<file path="src/hw/rtl/ncdf_div.sv">
module ncdf_div #(
  parameter int NW = 80,
  parameter int DW = 31,
  parameter int QW = 19,
  parameter int SW = 3
) (
  input  logic          clk,
  input  logic          rst,
  input  logic          in_valid,
  output logic          in_stall,
  input  logic [NW-1:0] num,
  input  logic [DW-1:0] den,
  input  logic [SW-1:0] tag,
  output logic          out_valid,
  input  logic          out_stall,
  output logic [QW-1:0] quot,
  output logic          over,
  output logic [SW-1:0] carried
);

  localparam int NS = QW + 1;
  localparam int HW = NW - QW;
  localparam int CW = HW + DW;

  logic [NS-1:0] v;
  logic [NS-1:0] go;
  logic [NW-1:0] num0;
  logic [DW-1:0] den_s [0:QW];
  logic [SW-1:0] tag_s [0:QW];
  logic [DW-1:0] rem_s [1:QW];
  logic [QW-1:0] low_s [1:QW];
  logic [QW-1:0] q_s   [1:QW];
  logic [QW:1]   over_s;

  logic [DW-1:0] prv_rem  [1:QW];
  logic [QW-1:0] prv_low  [1:QW];
  logic [QW-1:0] prv_q    [1:QW];
  logic [QW:1]   prv_over;
  logic [DW-1:0] nrem [1:QW];
  logic [QW-1:0] nlow [1:QW];
  logic [QW-1:0] nq   [1:QW];
  logic [CW-1:0] hi_ext;
  logic [CW-1:0] den_ext;

  always_comb begin
    hi_ext      = {{DW{1'b0}}, num0[NW-1:QW]};
    den_ext     = {{HW{1'b0}}, den_s[0]};
    prv_rem[1]  = hi_ext[DW-1:0];
    prv_low[1]  = num0[QW-1:0];
    prv_q[1]    = '0;
    prv_over[1] = (hi_ext >= den_ext);
    for (int j = 2; j <= QW; j++) begin
      prv_rem[j]  = rem_s[j-1];
      prv_low[j]  = low_s[j-1];
      prv_q[j]    = q_s[j-1];
      prv_over[j] = over_s[j-1];
    end
  end

  always_comb begin
    logic [DW:0] t;
    logic        ge;
    for (int j = 1; j <= QW; j++) begin
      t       = {prv_rem[j], prv_low[j][QW-1]};
      ge      = (t >= {1'b0, den_s[j-1]});
      nrem[j] = ge ? DW'(t - {1'b0, den_s[j-1]}) : t[DW-1:0];
      nlow[j] = prv_low[j] << 1;
      nq[j]   = {prv_q[j][QW-2:0], ge};
    end
  end

  always_comb begin
    go[NS-1] = !v[NS-1] || !out_stall;
    for (int j = NS - 2; j >= 0; j--) begin
      go[j] = !v[j] || go[j+1];
    end
  end

  always_ff @(posedge clk) begin
    if (rst) begin
      v <= '0;
    end else begin
      if (go[0]) begin
        v[0] <= in_valid;
      end
      for (int j = 1; j < NS; j++) begin
        if (go[j]) begin
          v[j] <= v[j-1];
        end
      end
    end
  end

  always_ff @(posedge clk) begin
    if (go[0]) begin
      num0     <= num;
      den_s[0] <= den;
      tag_s[0] <= tag;
    end
    for (int j = 1; j <= QW; j++) begin
      if (go[j]) begin
        rem_s[j]  <= nrem[j];
        low_s[j]  <= nlow[j];
        q_s[j]    <= nq[j];
        over_s[j] <= prv_over[j];
        den_s[j]  <= den_s[j-1];
        tag_s[j]  <= tag_s[j-1];
      end
    end
  end

  assign in_stall  = !go[0];
  assign out_valid = v[NS-1];
  assign quot      = q_s[QW];
  assign over      = over_s[QW];
  assign carried   = tag_s[QW];

endmodule

</file>
<file path="config.mk">
export PLATFORM = sky130hd
export DESIGN_NAME = ncdf_div
export DESIGN_NICKNAME = d
export VERILOG_FILES = /design/src/hw/rtl/ncdf_div.sv
export SDC_FILE = /design/constraint.sdc
export NUM_CORES = 2
export LEC_CHECK = 0
export ABC_AREA = 1
export BUFFER_PORTS_ARGS = -buffer_cell sky130_fd_sc_hd__clkbuf_2
export CORE_AREA = 2 2 329 656
export DETAILED_ROUTE_END_ITERATION = 16
export DIE_AREA = 0 0 331 658
export HOLD_SLACK_MARGIN = 0.02
export PLACE_DENSITY_LB_ADDON = 0.05
export SLEW_MARGIN = 20
export SYNTH_ARGS = -nofsm -noshare
export SYNTH_HDL_FRONTEND = slang
export SYNTH_SLANG_ARGS = --single-unit
</file>
<file path="constraint.sdc">
create_clock -name clk -period 21.5 [get_ports clk]
set_clock_uncertainty 0.1 [all_clocks]
set_input_delay 1.075 -clock clk [delete_from_list [all_inputs] [get_ports clk]]
set_output_delay 1.075 -clock clk [all_outputs]
set_load 0.01 [all_outputs]
</file>
==> impl_metrics.yaml <==
timing:
  rsz0062_at_grt: "no"
  worstMarginPinSlew_ps: 1289
  fmax_mhz: 143.0
  slew-limit-headroom_pct: 13.13
  min_period_ps: 6991
  finalSetupTns_ps: 0
  hold_violations: 0
  drv_slew: 0
  holdWs_ps: 287.2
  setup_viol: 0
  finalCritPeriodShare_pct: 32.52
clock_tree:
  cts.clk_slew.worst_paths_ps: 70
  cts_root_buffer: "clkbuf_16"
  cts_hold_buf: 0
  clk_latency_ps: 840
  ctsLongestPathBuffers: 4
  clock_sinks: 1687
  post_cts_buffers: 0
  htreeDepth: 4
  cts_resized: 0
  cts_buffers: 169
  cts_tree: "built"
power:
  p_leak_uw: 0.04322
  power_density_nw_per_um2: 157.9
  ir_drop_v: 0.00007682
  p_total_uw: 15930
critical_path:
  crit_slowest_cell: "nand4_4"
  crit_buf_inv: 5
  slowest_delay_ps: 550
  start_kind: "register"
  critical_path_required_ps: 20330
  cp.arrival_ps: 5820
  cp_top_family: "simple AND/OR/NAND/NOR gates"
  path_class: "reg -> out"
  cpMostUsedCell: "nand4_4"
  cp_cell_sequence: "nand2_2, nor2_4, nand4_4, nor2_2, nand4_4, buf_4, nor2_2, nand4_4, nor2_4, nand4_4, buf_4, nor2_4, nand3_4, buf_4, inv_1, clkbuf_2"
  critPathLaunch: "v[19]$_SDFFE_PP0P_"
  worstSetupEndpointType: "output port"
  reg2reg_from: "v[19]$_SDFFE_PP0P_"
  crit_fanout: 63
grt:
  overflow: 0
  grt_use_total_pct: 30.95
  grt_pass1_wl_mm: 467.3
  grt_max_degree: 76
  grt_pass1_vias: 73280
  antenna_found_initial: 10
yosys:
  synth_edf_count: 1667
  synth_flop_cell: "edfxtp_1"
  synth_area_per_cell_um2: 10.15
  netlist-cell-type-count: 61
  synth_mux_area_share_pct: 0
  ys_warn_count: 0
  yosys.area_share.adder_pct: 8.925
  synth_compound_area_share_pct: 12.22
  async_flop_share_pct: 0
  synth_top_family_by_area: "simple AND/OR/NAND/NOR gates"
  syn_area_um2: 90960
  mappedNetlistNets: 9713
  syn_inst: 8957
  synth-xor-area-share_pct: 3.996
  synth_seq_area_share_pct: 55.47
  yosys.area_share.simple_pct: 13.16
  synth-seq-cells: 1687
worst_hold_path:
  hold_start: "num[72]"
  worst_hold_path_type: "in -> reg"
layout:
  drive_gt1_share_pct: 7.873
  area_growth_pct: 10.92
  nets: 10010
  final_core_util_pct: 47.32
  postLayoutCellArea_um2: 100900
routing:
  finalWirelength_mm: 336.2
  drtIter0Drc: 2694
  dr.pass1.iters: 5
  via_count: 66140
  drc: 0
  viasPerCell: 5.407
  wl_per_cell_um: 27.49
  ant_nets: 0
outcome:
  status: "completed"
placed_design:
  place_hpwl_mm: 282.4
  port_buffers: 142
  gp_congestion: 1.040
  place_area_um2: 95310
floorplanning:
  fp.coreArea_um2: 213200
  die_w_um: 331
  dieArea_um2: 217800
  start_util_pct: 42.66
  io_pins: 143
  fp.dieH_um: 658
  core.rowCount: 240
job:
  max_cap_violations: 0
-- Yosys cell counts (44+ instances only) --
library cell | count | area, um2
edfxtp_1 | 1667 | 50060
ha_1 | 620 | 7757
inv_1 | 1264 | 4745
a21o_1 | 71 | 533.0
nor3_1 | 84 | 420.4
o21ai_1 | 209 | 1046
xor2_1 | 171 | 1498
a31oi_1 | 111 | 694.4
a21oi_1 | 723 | 3618
nor2_1 | 552 | 2072
xnor2_1 | 244 | 2137
o21ai_0 | 540 | 2703
buf_2 | 47 | 235.2
nand3_1 | 185 | 925.9
nor4_1 | 49 | 306.5
o211ai_1 | 44 | 330.3
nand2_1 | 1773 | 6655
nand4_1 | 78 | 488.0
-- cells by family after synthesis --
group,after synthesis
buffers and inverters,1400
AND/OR/NAND/NOR,2861
flip-flops,1687
XOR/XNOR,415
AO/OA/AOI/OAI,1956
adder cells (fa/ha/maj),638
-- registers in the layout, summed over array words and instances (netlist names) --
register	flops
v	20
tag_s	60
rem_s	558
q_s	190
den_s	589
num0	80
over_s	19
low_s	171
-- stage by stage --
stage | cells | setup slack (ps)
finish | 12230 | 14510
CTS | 12170 | 14280
detailed placement | 11870 | 14410
floorplan | 8957 | 9000
global placement | 11870 | 14510
global route | 12230 | 13910
-- worst paths after layout --
check / endpoint / slack (ps) / cells past startpoint
max: in_stall / 14510 / 16
min: num0[72]$_DFFE_PP_ / 290 / 1
max reg2reg: num0[14]$_DFFE_PP_ / 15740 / 15
min reg2reg: low_s[0][268]$_DFFE_PP_ / 310 / 0
-- layer usage --
metal | GRT usage, % | wire length [um] | vias to the layer above
li1 | - | - | 31700
met1 | 14.31 | 63340 | 31370
met2 | 67.68 | 207300 | 1715
met3 | 3.787 | 8589 | 1362
met4 | 41.85 | 57000 | 0
met5 | 0 | 0 | -
-- power breakdown --
group	switching [uW]	internal [uW]	total (uW)	leakage, uW
clock network	1320	1660	2970	0.00263
registers	433	4810	5240	0.0177
logic	5350	2360	7720	0.0229
total	7100	8830	15900	0.0432
-- placed cells by master, fill, tap and decap left out, drive strengths merged, types with 83 or more instances in the layout --
master,n
clkbuf,343
inv,1282
xnor2,244
xor2,171
ha,620
o21ai,787
a21oi,745
nand2,1805
nand3,199
buf,97
clkinv,83
a31oi,111
nor2,558
edfxtp,1667
nor3,84
-- cell type report --
cell class / instances / area [um2]
Clock buffer: 201 / 4474
Multi-Input combinational cell: 5870 / 35120
Sequential cell: 1687 / 50460
Inverter: 1290 / 4867
Fill cell: 19990 / 112300
Tap cell: 2783 / 3482
Antenna cell: 63 / 157.7
Timing Repair Buffer: 239 / 1440
Clock inverter: 99 / 888.4
(Power assumes the default switching activity.)
